<file path="config.mk">
export PLATFORM = sky130hd
export DESIGN_NAME = bpcc_front
export DESIGN_NICKNAME = d
export VERILOG_FILES = /design/src/bpcc_pkg.sv /design/src/bpcc_front.sv
export SDC_FILE = /design/constraint.sdc
export NUM_CORES = 1
export LEC_CHECK = 0
export ABC_AREA = 1
export BUFFER_PORTS_ARGS = -buffer_cell sky130_fd_sc_hd__buf_2
export CORE_AREA = 2 2 207 209
export DETAILED_ROUTE_END_ITERATION = 7
export DIE_AREA = 0 0 209 211
export GPL_ROUTABILITY_DRIVEN = 1
export GPL_TIMING_DRIVEN = 0
export PLACE_DENSITY = 0.7
export SYNTH_ARGS = -nofsm -noshare
export SYNTH_HDL_FRONTEND = slang
export SYNTH_SLANG_ARGS = --single-unit
</file>
<file path="constraint.sdc">
create_clock -name clk -period 4.8 [get_ports clk]
set_input_delay 0.72 -clock clk [delete_from_list [all_inputs] [get_ports clk]]
set_output_delay 0.72 -clock clk [all_outputs]
set_load 0.005 [all_outputs]
</file>
<file path="src/bpcc_pkg.sv">
// Shared types, constants and helper functions for the bitmap pixel color converter.
`default_nettype none
package bpcc_pkg;

  localparam int PAL_DEPTH = 256;
  localparam int PAL_AW = (PAL_DEPTH > 1) ? $clog2(PAL_DEPTH) : 1;
  localparam int CU_W = 9;
  localparam logic [CU_W-1:0] PAL_LIM = CU_W'(PAL_DEPTH);

  typedef logic [1:0] req_t;
  localparam req_t REQ_PIX2COL = 2'd0;
  localparam req_t REQ_COL2PIX = 2'd1;
  localparam req_t REQ_PAL_WR  = 2'd2;

  typedef logic [2:0] reg_idx_t;
  localparam reg_idx_t REG_BPP       = 3'd0;
  localparam reg_idx_t REG_COMP      = 3'd1;
  localparam reg_idx_t REG_RED_MASK  = 3'd2;
  localparam reg_idx_t REG_GRN_MASK  = 3'd3;
  localparam reg_idx_t REG_BLU_MASK  = 3'd4;
  localparam reg_idx_t REG_COLORS    = 3'd5;

  localparam logic [5:0] BPP_RESET = 6'd24;

  localparam logic [31:0] M555_R = 32'h0000_7C00;
  localparam logic [31:0] M555_G = 32'h0000_03E0;
  localparam logic [31:0] M555_B = 32'h0000_001F;
  localparam logic [31:0] M888_R = 32'h00FF_0000;
  localparam logic [31:0] M888_G = 32'h0000_FF00;
  localparam logic [31:0] M888_B = 32'h0000_00FF;
  localparam logic [31:0] M24    = 32'h00FF_FFFF;

  typedef struct packed {
    logic [1:0]  req_type;
    logic [31:0] pixel_word;
    logic [2:0]  column_low;
    logic [7:0]  red_in;
    logic [7:0]  green_in;
    logic [7:0]  blue_in;
    logic [7:0]  alpha_in;
    logic [7:0]  palette_slot;
  } in_item_t;

  typedef struct packed {
    logic        ok;
    logic [7:0]  red_out;
    logic [7:0]  green_out;
    logic [7:0]  blue_out;
    logic [7:0]  alpha_out;
    logic [31:0] pixel_out;
  } out_item_t;

  typedef struct packed {
    logic [5:0]  bits_per_pixel;
    logic        compression_mode;
    logic [31:0] red_mask;
    logic [31:0] green_mask;
    logic [31:0] blue_mask;
    logic [8:0]  colors_used;
  } cfg_t;

  typedef enum logic [3:0] {
    OP_FAIL,
    OP_PAL,
    OP_SPLIT24,
    OP_SPLIT32,
    OP_MASK_DEC,
    OP_PACK24,
    OP_PACK32,
    OP_MASK_ENC,
    OP_PAL_WR
  } op_t;

  typedef struct packed {
    logic        nz;
    logic [5:0]  end_pos;
    logic [31:0] masked;
    logic [31:0] low_zeros;
  } chan_t;

  typedef struct packed {
    op_t         op;
    logic        is16;
    logic [31:0] pix;
    logic [7:0]  r;
    logic [7:0]  g;
    logic [7:0]  b;
    logic [7:0]  a;
    chan_t       ch_r;
    chan_t       ch_g;
    chan_t       ch_b;
  } s2_t;

  typedef struct packed {
    logic              rd_en;
    logic [PAL_AW-1:0] rd_idx;
    logic              wr_en;
    logic [PAL_AW-1:0] wr_idx;
    logic [31:0]       wr_data;
  } pal_req_t;

  function automatic logic [5:0] ctz33(input logic [32:0] v);
    logic [5:0] n;
    n = '0;
    for (int i = 32; i >= 0; i--) begin
      if (v[i]) begin
        n = 6'(i);
      end
    end
    return n;
  endfunction

  function automatic chan_t prep_chan(input logic [31:0] m, input logic [31:0] p);
    chan_t c;
    logic [31:0] dec;
    dec = m - 32'd1;
    c.nz = (m != '0);
    c.end_pos = ctz33({1'b1, ~(m | dec)});
    c.masked = m & p;
    c.low_zeros = ~m & dec;
    return c;
  endfunction

endpackage
`default_nettype wire

</file>
<file path="src/bpcc_front.sv">
// First stage: pixel extraction, request classification, mask analysis and palette access.
`default_nettype none
module bpcc_front (
  input  wire logic               clk,
  input  wire logic               rst_n,
  input  wire bpcc_pkg::cfg_t     cfg,
  input  wire logic               s1_valid,
  input  wire bpcc_pkg::in_item_t s1_item,
  input  wire logic               en2,
  output bpcc_pkg::pal_req_t      pal_req,
  output logic                    s2_valid,
  output bpcc_pkg::s2_t           s2
);
  import bpcc_pkg::*;

  logic [5:0]      d;
  logic            d_ok;
  logic            comp;
  logic [31:0]     word;
  logic [31:0]     pix;
  logic [CU_W-1:0] lim_pow;
  logic [CU_W-1:0] lim_raw;
  logic [CU_W-1:0] lim;
  logic            in_range;
  logic            slot_ok;
  logic [31:0]     mr;
  logic [31:0]     mg;
  logic [31:0]     mb;
  op_t             op;
  s2_t             s2_nxt;
  s2_t             s2_r;
  logic            s2_valid_r;

  assign d    = cfg.bits_per_pixel;
  assign comp = cfg.compression_mode;
  assign word = s1_item.pixel_word;
  assign d_ok = (d == 6'd1) || (d == 6'd4) || (d == 6'd8) ||
                (d == 6'd16) || (d == 6'd24) || (d == 6'd32);

  always_comb begin
    case (d)
      6'd1:    pix = {31'd0, word[3'd7 - s1_item.column_low]};
      6'd4:    pix = {28'd0, s1_item.column_low[0] ? word[3:0] : word[7:4]};
      6'd8:    pix = {24'd0, word[7:0]};
      6'd16:   pix = {16'd0, word[15:0]};
      6'd24:   pix = word & M24;
      default: pix = word;
    endcase
  end

  always_comb begin
    case (d)
      6'd1:    lim_pow = CU_W'(2);
      6'd4:    lim_pow = CU_W'(16);
      default: lim_pow = CU_W'(256);
    endcase
    lim_raw  = (cfg.colors_used != '0) ? cfg.colors_used : lim_pow;
    lim      = (lim_raw > PAL_LIM) ? PAL_LIM : lim_raw;
    in_range = (pix[31:CU_W] == '0) && (pix[CU_W-1:0] < lim);
    slot_ok  = ({1'b0, s1_item.palette_slot} < PAL_LIM);
  end

  always_comb begin
    if (comp) begin
      mr = cfg.red_mask;
      mg = cfg.green_mask;
      mb = cfg.blue_mask;
    end else if (d == 6'd16) begin
      mr = M555_R;
      mg = M555_G;
      mb = M555_B;
    end else begin
      mr = M888_R;
      mg = M888_G;
      mb = M888_B;
    end
  end

  always_comb begin
    op = OP_FAIL;
    case (s1_item.req_type)
      REQ_PIX2COL: begin
        if (d_ok) begin
          if (d <= 6'd8) begin
            op = in_range ? OP_PAL : OP_FAIL;
          end else if (d == 6'd24) begin
            op = OP_SPLIT24;
          end else if (d == 6'd32 && !comp) begin
            op = OP_SPLIT32;
          end else begin
            op = OP_MASK_DEC;
          end
        end
      end
      REQ_COL2PIX: begin
        if (d_ok && d > 6'd8) begin
          if (d == 6'd24) begin
            op = OP_PACK24;
          end else if (d == 6'd32 && !comp) begin
            op = OP_PACK32;
          end else begin
            op = OP_MASK_ENC;
          end
        end
      end
      REQ_PAL_WR: begin
        op = slot_ok ? OP_PAL_WR : OP_FAIL;
      end
      default: op = OP_FAIL;
    endcase
  end

  always_comb begin
    s2_nxt.op   = op;
    s2_nxt.is16 = (d == 6'd16);
    s2_nxt.pix  = pix;
    s2_nxt.r    = s1_item.red_in;
    s2_nxt.g    = s1_item.green_in;
    s2_nxt.b    = s1_item.blue_in;
    s2_nxt.a    = s1_item.alpha_in;
    s2_nxt.ch_r = prep_chan(mr, pix);
    s2_nxt.ch_g = prep_chan(mg, pix);
    s2_nxt.ch_b = prep_chan(mb, pix);
  end

  always_comb begin
    pal_req.rd_en   = en2 && s1_valid;
    pal_req.rd_idx  = pix[PAL_AW-1:0];
    pal_req.wr_en   = en2 && s1_valid && (op == OP_PAL_WR);
    pal_req.wr_idx  = s1_item.palette_slot[PAL_AW-1:0];
    pal_req.wr_data = {s1_item.alpha_in, s1_item.red_in, s1_item.green_in, s1_item.blue_in};
  end

  always_ff @(posedge clk) begin
    if (en2) begin
      s2_r <= s2_nxt;
    end
  end

  always_ff @(posedge clk) begin
    if (!rst_n) begin
      s2_valid_r <= 1'b0;
    end else if (en2) begin
      s2_valid_r <= s1_valid;
    end
  end

  assign s2       = s2_r;
  assign s2_valid = s2_valid_r;

endmodule
`default_nettype wire

</file>
==> flow_summary_export.csv, run 1 <==
group,metric,value,unit
status,status,"complete, no violations",
routing,remaining_drc_errors,0,
floorplan,core_area,41800,um^2
timing,maxSlewHeadroom,0.138,
layout,final-instance-count-excl-fill,2640,
logic_synthesis,yosys_warnings,0,
timing,fmax,232,MHz
layout,drive_gt1_frac,0.363,
routing,drt-initial-drc-count,875,
place,dpl_cell_area,17800,um^2
logic_synthesis,synthArstFlopShare,0,
critical_path,r2r-end,"s2_valid",
hold_path,hold-path-cell-count,1,
layout,postLayoutCellArea,18900,um^2
power,p_leak,0.00887,uW
logic_synthesis,synth_area,14500,um^2
global_routing,grt.total_usage,0.242,
logic_synthesis,synth_top_area_share,0.586,
global_routing,use_met3,0.0650,
clock_network,cts_resized,0,
routing,via_count,12900,
layout,num-nets-final,2274,
routing,ant_nets,0,
critical_path,cp_data_arrival_time,4680,ps
global_routing,antenna_found_initial,9,
global_routing,grt_max_degree,112,
clock_network,clkLatencyLatePin,540,ps
power,max-vdd-ir-drop,233,uV
critical_path,worstRegToRegCells,2,
layout,syn2layout_area_growth,31.0,%
floorplan,placement_rows,75,
place,dpl.cell_count,2575,
floorplan,boundaryPins,526,
critical_path,start_kind,"input port",
logic_synthesis,synthTopCellsByArea,"edfxtp_1, nand2_1, nor2_1",
global_routing,grt_pass1_vias,12600,
clock_network,cts-buffers-inserted,35,
critical_path,criticalPathCategory,"in2reg",
timing,tightest_slew,1290,ps
routing,routedWlPerCell,20.9,um
clock_network,clockBufferDepth,3,
logic_synthesis,syn_nets,1716,
timing,setup-violations-final,0,
global_routing,top_usage_layer,"met2",
hold_path,worstHoldPathType,"in2reg",
logic_synthesis,synth_cell_types,51,
critical_path,regToRegSetupSlack,4190,ps
timing,grt_setup_unrepaired,"no",
timing,finalMaxSlewViolations,0,
timing,skew,0,ps
logic_synthesis,syn_area_per_cell,9.54,um^2
logic_synthesis,synth-main-ff-cell,"edfxtp_1",
clock_network,numClockSinks,283,
routing,drt_first_pass_iters,6,
timing,hold_viol,0,
clock_network,cts_tree,"built",
hold_path,worstHoldEndpoint,"s2[238]",
logic_synthesis,synth_cells,1515,
routing,routed_via_density,4.90,
routing,drt-total-wl,55100,um
floorplan,start_util,0.346,
clock_network,cts-root-buf,"clkbuf_16",
clock_network,h-tree-depth,2,
floorplan,die_w,209,um
global_routing,grt_use_met2,0.420,
power,p_per_area,345,nW/um^2
job,maxCapViolations,0,
timing,post-route-period-util,0.897,
global_routing,use_met1,0.284,
clock_network,postCtsHoldBufs,0,
clock_network,cts_setup_buffers,0,
place,io_buffers,517,
critical_path,end_kind,"register",
logic_synthesis,yosys.area.top_type,"edfxtp_1",
place,gp_congestion,0.913,
timing,min_period,4310,ps
global_routing,grt_pass1_wl,77900,um
floorplan,chipHeight,211,um
clock_network,path_clk_slew,60,ps
floorplan,die_area,44100,um^2
critical_path,reg2reg_from,"s2_valid",
logic_synthesis,seq_area_frac_synth,0.587,
hold_path,min_from,"s1_item[33]",
place,hpwl,43800,um
logic_synthesis,ys_ff_latch,283,
global_routing,gr-total-overflow,0,
critical_path,crit_fanout,9,
logic_synthesis,synth_enable_flop_cells,282,
critical_path,worst_ep_required_time,5170,ps
==> area by class of cell <==
cell class              count  area (um^2)
diodes                      4         10.0
plain buffers              65          526
clock buffers              46          960
clock inverters            15          155
fillers                  4040        22800
inverters                 194          728
multi-input cells         973         4720
flip-flops and latches    283         8490
well taps                 539          674
repair buffers            521         2670
==> cells in the final DEF (no fill, tap or decap), types with 4 or more instances in the layout <==
cell,n
clkinv_2,5
a31oi_1,14
or2_1,6
inv_1,168
nand4_1,21
inv_2,26
ha_1,8
nand2_2,32
o21ai_1,7
o21ai_0,23
nand2_1,414
nand3_1,31
edfxtp_1,282
nor4_1,17
buf_2,518
nor3_1,38
clkbuf_16,37
buf_6,10
clkbuf_1,11
buf_4,50
a21boi_0,4
nand2_4,7
nor2_4,16
nand3_2,5
clkinv_1,4
o211ai_1,4
o21ai_2,5
diode_2,4
nor3b_1,4
or2_2,7
nor2_1,228
a21oi_1,35
nor2_2,16
==> registers in the layout, indices dropped and copies added (netlist names) <==
name      cells
s2_valid      1
s2          282
==> Yosys cell counts, drive strengths merged, types with 17 or more instances <==
cell type and n:
nor3 41, edfxtp 282, nand3 38, inv 194, a21oi 36, nor4 17
nor2 263, buf 63, nand2 453, nand4 25, o21ai 37
==> critical path: stages <==
cell and delay (ps):
buf_2 120, nor2_1 100, inv_1 60, or2_2 290
nor3_1 570, inv_1 90, nand2_1 210, nor2_1 270
inv_1 160, nor2_1 220, nand2_1 350, nand4_1 190
nor4_1 400, nand3_1 310, o41ai_1 390, nand4_1 120
o21ai_0 90
==> routing by layer <==
metal  share of wire  routed length [um]
met5          0.0011                  62
met3           0.089                4920
met2            0.49               27000
met4           0.040                2200
met1            0.38               20900
==> how the worst max path moves through the flow <==
stage               startpoint          end  depth (start not counted)
detailed placement    cfg[111]      s2[278]                         17
global route          cfg[111]      s2[278]                         17
CTS                   cfg[111]      s2[278]                         17
finish                cfg[111]      s2[278]                         17
floorplan             cfg[111]      s2[278]                         18
global placement           en2  pal_req[40]                          4
==> where the power goes <==
group | switching [uW] | internal, uW | total (uW) | leakage (uW)
combinational | 602 | 339 | 941 | 0.00561
clock | 1060 | 1570 | 2630 | 0.000544
sequential | 48.5 | 2920 | 2960 | 0.00272
==> per-stage QoR <==
step	power (uW)	hold slack, ps	util	setup slack (ps)	TNS [ps]
floorplan	3420	464	-	1200	0
global placement	3960	456	0.424	-2130	-291490
detailed placement	3960	483	0.426	-134	-134
CTS	6600	335	0.453	433	0
global route	6770	348	0.453	290	0
finish	6530	362	0.453	494	0
==> cells by family after synthesis <==
logic type | Yosys count | share of synthesized area
flops | 283 | 0.587
fa+ha+maj | 8 | 0.00692
compound gates | 107 | 0.0466
simple gates | 858 | 0.273
buf+inv | 259 | 0.0867
Note: power is estimated with default switching activity, not from simulation.
==> inputs of run 2 (changes only) <==
--- a/config.mk
+++ b/config.mk
@@ -11,7 +11,6 @@
 export DETAILED_ROUTE_END_ITERATION = 7
 export DIE_AREA = 0 0 209 211
 export GPL_ROUTABILITY_DRIVEN = 1
-export GPL_TIMING_DRIVEN = 0
 export PLACE_DENSITY = 0.7
 export SYNTH_ARGS = -nofsm -noshare
 export SYNTH_HDL_FRONTEND = slang
==> flow_summary_export.csv, run 2 (same netlist as run 1, synthesis figures left out) <==
group,metric,value,unit
critical_path,start_kind,"input port",
timing,min_period,4410,ps
critical_path,worst_ep_required_time,5080,ps
timing,grt_setup_unrepaired,"no",
timing,fmax,227,MHz
critical_path,cp_data_arrival_time,4680,ps
global_routing,use_met3,0.0547,
routing,routed_via_density,4.91,
timing,setup-violations-final,0,
clock_network,postCtsHoldBufs,0,
routing,drt-initial-drc-count,1019,
critical_path,end_kind,"register",
timing,skew,0,ps
power,p_per_area,352,nW/um^2
floorplan,start_util,0.346,
critical_path,crit_fanout,9,
global_routing,grt.total_usage,0.238,
timing,maxSlewHeadroom,0.286,
clock_network,path_clk_slew,60,ps
clock_network,clkLatencyLatePin,540,ps
status,status,"complete, no violations",
floorplan,die_w,209,um
layout,largest_reg_flops,282,
floorplan,core_area,41800,um^2
timing,finalMaxSlewViolations,0,
critical_path,criticalPathCategory,"in2reg",
floorplan,placement_rows,75,
routing,via_count,12700,
clock_network,clockBufferDepth,3,
place,io_buffers,509,
layout,syn2layout_area_growth,27.7,%
clock_network,h-tree-depth,2,
layout,final_common_cell,"buf_2",
place,hpwl,42900,um
hold_path,worstHoldPathType,"in2reg",
global_routing,grt_max_degree,145,
global_routing,grt_use_met2,0.417,
routing,remaining_drc_errors,0,
global_routing,grt_pass1_wl,77300,um
clock_network,cts_setup_buffers,0,
routing,routedWlPerCell,20.9,um
layout,num-nets-final,2215,
timing,tightest_slew,1060,ps
power,power.total,6500,uW
power,p_leak,0.00859,uW
routing,drt-total-wl,53900,um
clock_network,cts-buffers-inserted,36,
routing,drt_first_pass_iters,5,
floorplan,boundaryPins,526,
clock_network,cts_tree,"built",
global_routing,use_met1,0.288,
place,gp_congestion,0.899,
timing,post-route-period-util,0.918,
timing,hold_viol,0,
clock_network,numClockSinks,283,
job,maxCapViolations,0,
layout,fin_util,0.442,
routing,ant_nets,0,
global_routing,antenna_found_initial,7,
global_routing,grt_pass1_vias,12500,
clock_network,cts_resized,0,
power,max-vdd-ir-drop,194,uV
layout,layout_common_cells,"buf_2, nand2_1, edfxtp_1",
layout,drive_gt1_frac,0.347,
floorplan,chipHeight,211,um
clock_network,cts-root-buf,"clkbuf_16",
global_routing,gr-total-overflow,0,
floorplan,die_area,44100,um^2
global_routing,top_usage_layer,"met2",
## run 2: cell count changes in the layout (fill, tap and decap cells not counted), sizes merged
| cell | delta |
|---|---|
| clkinv | +5 |
| buf | -58 |
| clkbuf | -7 |
| clkinvlp | +1 |
| diode | -2 |
| inv | -1 |
## run 2: final timing paths
path / from / depth (start not counted) / slack, ps / end
worst max-delay path: cfg[111] / 18 / 390 / s2[278]
worst min-delay path: s1_item[31] / 1 / 370 / s2[236]
worst max register to register: s2_valid / 2 / 4170 / s2_valid
worst min register to register: s2_valid / 2 / 500 / s2_valid
## run 2: final cells by class
| class | count | area, um^2 |
|---|---|---|
| Multi-Input combinational cell | 973 | 4720 |
| Inverter | 194 | 728 |
| Sequential cell | 283 | 8490 |
| Fill cell | 3995 | 23300 |
| Clock inverter | 20 | 184 |
| Antenna cell | 2 | 5.00 |
| Tap cell | 539 | 674 |
| Clock buffer | 41 | 941 |
| Timing Repair Buffer | 526 | 2730 |
## run 2: routing by layer
metal,part of all wire,wire (um)
met1,0.39,21200
met2,0.50,26900
met3,0.076,4130
met4,0.030,1640
met5,0.00095,51
## run 2: where the power goes
| part | leakage [uW] | internal (uW) | switching, uW |
|---|---|---|---|
| clock | 0.000549 | 1560 | 1080 |
| sequential | 0.00272 | 2920 | 59.9 |
| combinational | 0.00532 | 307 | 577 |
| total | 0.00859 | 4790 | 1710 |
## run 2: critical path, cell delays in order
cell	delay, ps
buf_2	120
nor2_1	50
inv_1	80
or2_2	120
nor3_1	40
buf_4	160
inv_1	50
nand2_1	140
nor2_1	740
inv_1	160
nor2_1	770
nand2_1	540
nand4_1	300
nor4_1	100
nand3_1	240
o41ai_1	130
nand4_1	80
o21ai_0	110
## run 2: stage by stage
step           hold WS, ps  setup TNS, ps  cell area, um^2  instances  worst slack (ps)
2_1_floorplan          464              0            14500       1515              1200
3_3_place_gp           464          -45.9            17300       2515             -45.9
3_5_place_dp           492          -95.4            17300       2515             -95.4
4_1_cts                340              0            18500       2576               458
5_1_grt                346              0            18500       2577               156
6_report               365              0            18500       2578               394
==> inputs of run 3 (changes only) <==
==> config.mk (replaced) <==
export PLATFORM = sky130hd
export DESIGN_NAME = bpcc_front
export DESIGN_NICKNAME = d
export VERILOG_FILES = /design/src/bpcc_pkg.sv /design/src/bpcc_front.sv
export SDC_FILE = /design/constraint.sdc
export NUM_CORES = 1
export LEC_CHECK = 0
export BUFFER_PORTS_ARGS = -buffer_cell sky130_fd_sc_hd__buf_2
export CORE_AREA = 2 2 205 207
export DETAILED_ROUTE_END_ITERATION = 7
export DIE_AREA = 0 0 207 209
export GPL_ROUTABILITY_DRIVEN = 1
export PLACE_DENSITY = 0.71
export SYNTH_ARGS = -nofsm -noshare
export SYNTH_HDL_FRONTEND = slang
export SYNTH_SLANG_ARGS = --single-unit
==> flow_summary_export.csv, run 3 <==
group,metric,value,unit
layout,layout_common_cells,"buf_2, edfxtp_1, nor2_1",
job,maxCapViolations,0,
logic_synthesis,synth_top_area_share,0.596,
logic_synthesis,synth_cells,1270,
timing,hold_viol,0,
clock_network,h-tree-depth,1,
global_routing,gr-total-overflow,0,
global_routing,antenna_found_initial,7,
floorplan,start_util,0.344,
timing,skew,0,ps
floorplan,core_area,41300,um^2
layout,num-nets-final,1938,
routing,drt-initial-drc-count,1128,
clock_network,cts_resized,0,
logic_synthesis,synthArstFlopShare,0,
place,hpwl,44000,um
layout,syn2layout_area_growth,27.3,%
clock_network,cts-root-buf,"clkbuf_16",
logic_synthesis,synth_cell_types,86,
power,p_per_area,344,nW/um^2
global_routing,grt_pass1_vias,12300,
logic_synthesis,synthTopCellsByArea,"edfxtp_1, nor2_1, nand2_1",
logic_synthesis,syn_area_per_cell,11.2,um^2
clock_network,cts_tree,"built",
power,max-vdd-ir-drop,265,uV
timing,grt_setup_unrepaired,"no",
critical_path,end_kind,"register",
logic_synthesis,synth_area,14200,um^2
routing,routedWlPerCell,24.7,um
critical_path,worst_ep_required_time,5190,ps
layout,largest_reg_flops,282,
timing,fmax,249,MHz
timing,finalMaxSlewViolations,0,
logic_synthesis,ys_ff_latch,283,
power,power.total,6230,uW
global_routing,grt.total_usage,0.253,
critical_path,crit_chain,"buf_2, or4_4, nor3b_1, nor2_1, a22oi_1, inv_1, ha_1, a21o_1, a21o_1, a21oi_1, nor2_1, or4_1, or4_1, a221oi_2",
logic_synthesis,yosys.area.top_type,"edfxtp_1",
critical_path,cp_data_arrival_time,4410,ps
status,status,"complete, no violations",
logic_synthesis,yosys_warnings,0,
timing,setup-violations-final,0,
logic_synthesis,yosysMostFrequentCell,"edfxtp_1",
hold_path,worstHoldPathType,"in2reg",
floorplan,die_area,43300,um^2
clock_network,path_clk_slew,60,ps
logic_synthesis,syn_nets,1471,
timing,tightest_slew,1120,ps
clock_network,postCtsHoldBufs,0,
clock_network,numClockSinks,283,
timing,min_period,4020,ps
critical_path,worst_path_largest_cell_delay,540,ps
timing,maxSlewHeadroom,0.251,
critical_path,start_kind,"input port",
critical_path,crit_fanout,4,
logic_synthesis,synth-main-ff-cell,"edfxtp_1",
clock_network,cts_setup_buffers,0,
global_routing,grt_max_degree,162,
routing,via_count,12700,
critical_path,cp_slowest_cell,"or4_4",
logic_synthesis,synth_enable_flop_cells,282,
timing,fin_setup_tns,0,ps
place,io_buffers,509,
layout,fillers,3957,
timing,post-route-period-util,0.838,
critical_path,criticalPathCategory,"in2reg",
global_routing,grt_pass1_wl,81800,um
floorplan,die_w,207,um
clock_network,clockBufferDepth,3,
floorplan,placement_rows,75,
floorplan,chipHeight,209,um
clock_network,cts-buffers-inserted,31,
clock_network,clkLatencyLatePin,570,ps
routing,remaining_drc_errors,0,
layout,final_common_cell,"buf_2",
routing,drt-total-wl,56900,um
floorplan,boundaryPins,526,
routing,routed_via_density,5.52,
routing,drt_first_pass_iters,5,
logic_synthesis,seq_area_frac_synth,0.597,
layout,drive_gt1_frac,0.357,
place,gp_congestion,0.944,
routing,ant_nets,0,
logic_synthesis,ys_top_cells_by_count,"edfxtp_1, nor2_1, nand2_1, a21oi_1, o21ai_0",
power,p_leak,0.00753,uW
run 3: routing by layer:
metal | GRT usage | wire length (um)
met3 | 0.0412 | 4260
met2 | 0.429 | 27500
met4 | 0.0929 | 2050
met1 | 0.325 | 23200
met5 | 0 | 13
run 3: power breakdown:
part           switching, uW  total (uW)  internal (uW)
sequential              53.9        2970           2920
clock                   1010        2410           1400
combinational            536         849            313
run 3: critical path, delay by kind of cell:
kind,cells,cell delay (ps)
AOI/OAI and AO/OA,5,1030
adders and majority gates,1,320
buffers and inverters,2,250
and+or+nand+nor,6,2080
run 3: logic make-up (layout without fill, tap and decap cells):
| kind of cell | after synthesis | after routing | synth area share |
|---|---|---|---|
| compound gates | 287 | 287 | 0.135 |
| other cells | 0 | 4 | 0 |
| buf+inv | 156 | 646 | 0.0564 |
| simple gates | 528 | 528 | 0.197 |
| mux | 7 | 7 | 0.00669 |
| xor+xnor | 1 | 1 | 0.000616 |
| fa+ha+maj | 8 | 8 | 0.00704 |
| flops | 283 | 283 | 0.597 |
run 3: final cells by class:
class	instances	area, um^2	area share
Sequential cell	283	8490	0.469
Multi-Input combinational cell	831	4920	0.272
Timing Repair Buffer	532	2760	0.153
Clock buffer	37	798	0.0441
Tap cell	539	674	0.0373
Inverter	58	218	0.0120
Clock inverter	19	211	0.0117
Antenna cell	4	10.0	0.000553
run 3: per-stage QoR:
| stage | setup WS (ps) | cells | util | hold slack [ps] | area, um^2 |
|---|---|---|---|---|---|
| after floorplan | 719 | 1270 | - | 472 | 14200 |
| after CTS | 850 | 2299 | 0.438 | 303 | 18100 |
| after detailed placement | 257 | 2243 | 0.413 | 468 | 17100 |
| final | 778 | 2303 | 0.438 | 333 | 18100 |
| after global placement | 330 | 2243 | 0.413 | 466 | 17100 |
| after global routing | 486 | 2302 | 0.438 | 302 | 18100 |
run 3: worst paths after layout:
| check | endpoint | cells after the start | slack, ps | from |
|---|---|---|---|---|
| worst min-delay path | s2[241] | 1 | 330 | s1_item[36] |
| worst max-delay path | s2[278] | 14 | 780 | cfg[107] |
| worst min register to register | s2_valid | 2 | 480 | s2_valid |
| worst max register to register | s2_valid | 2 | 4210 | s2_valid |
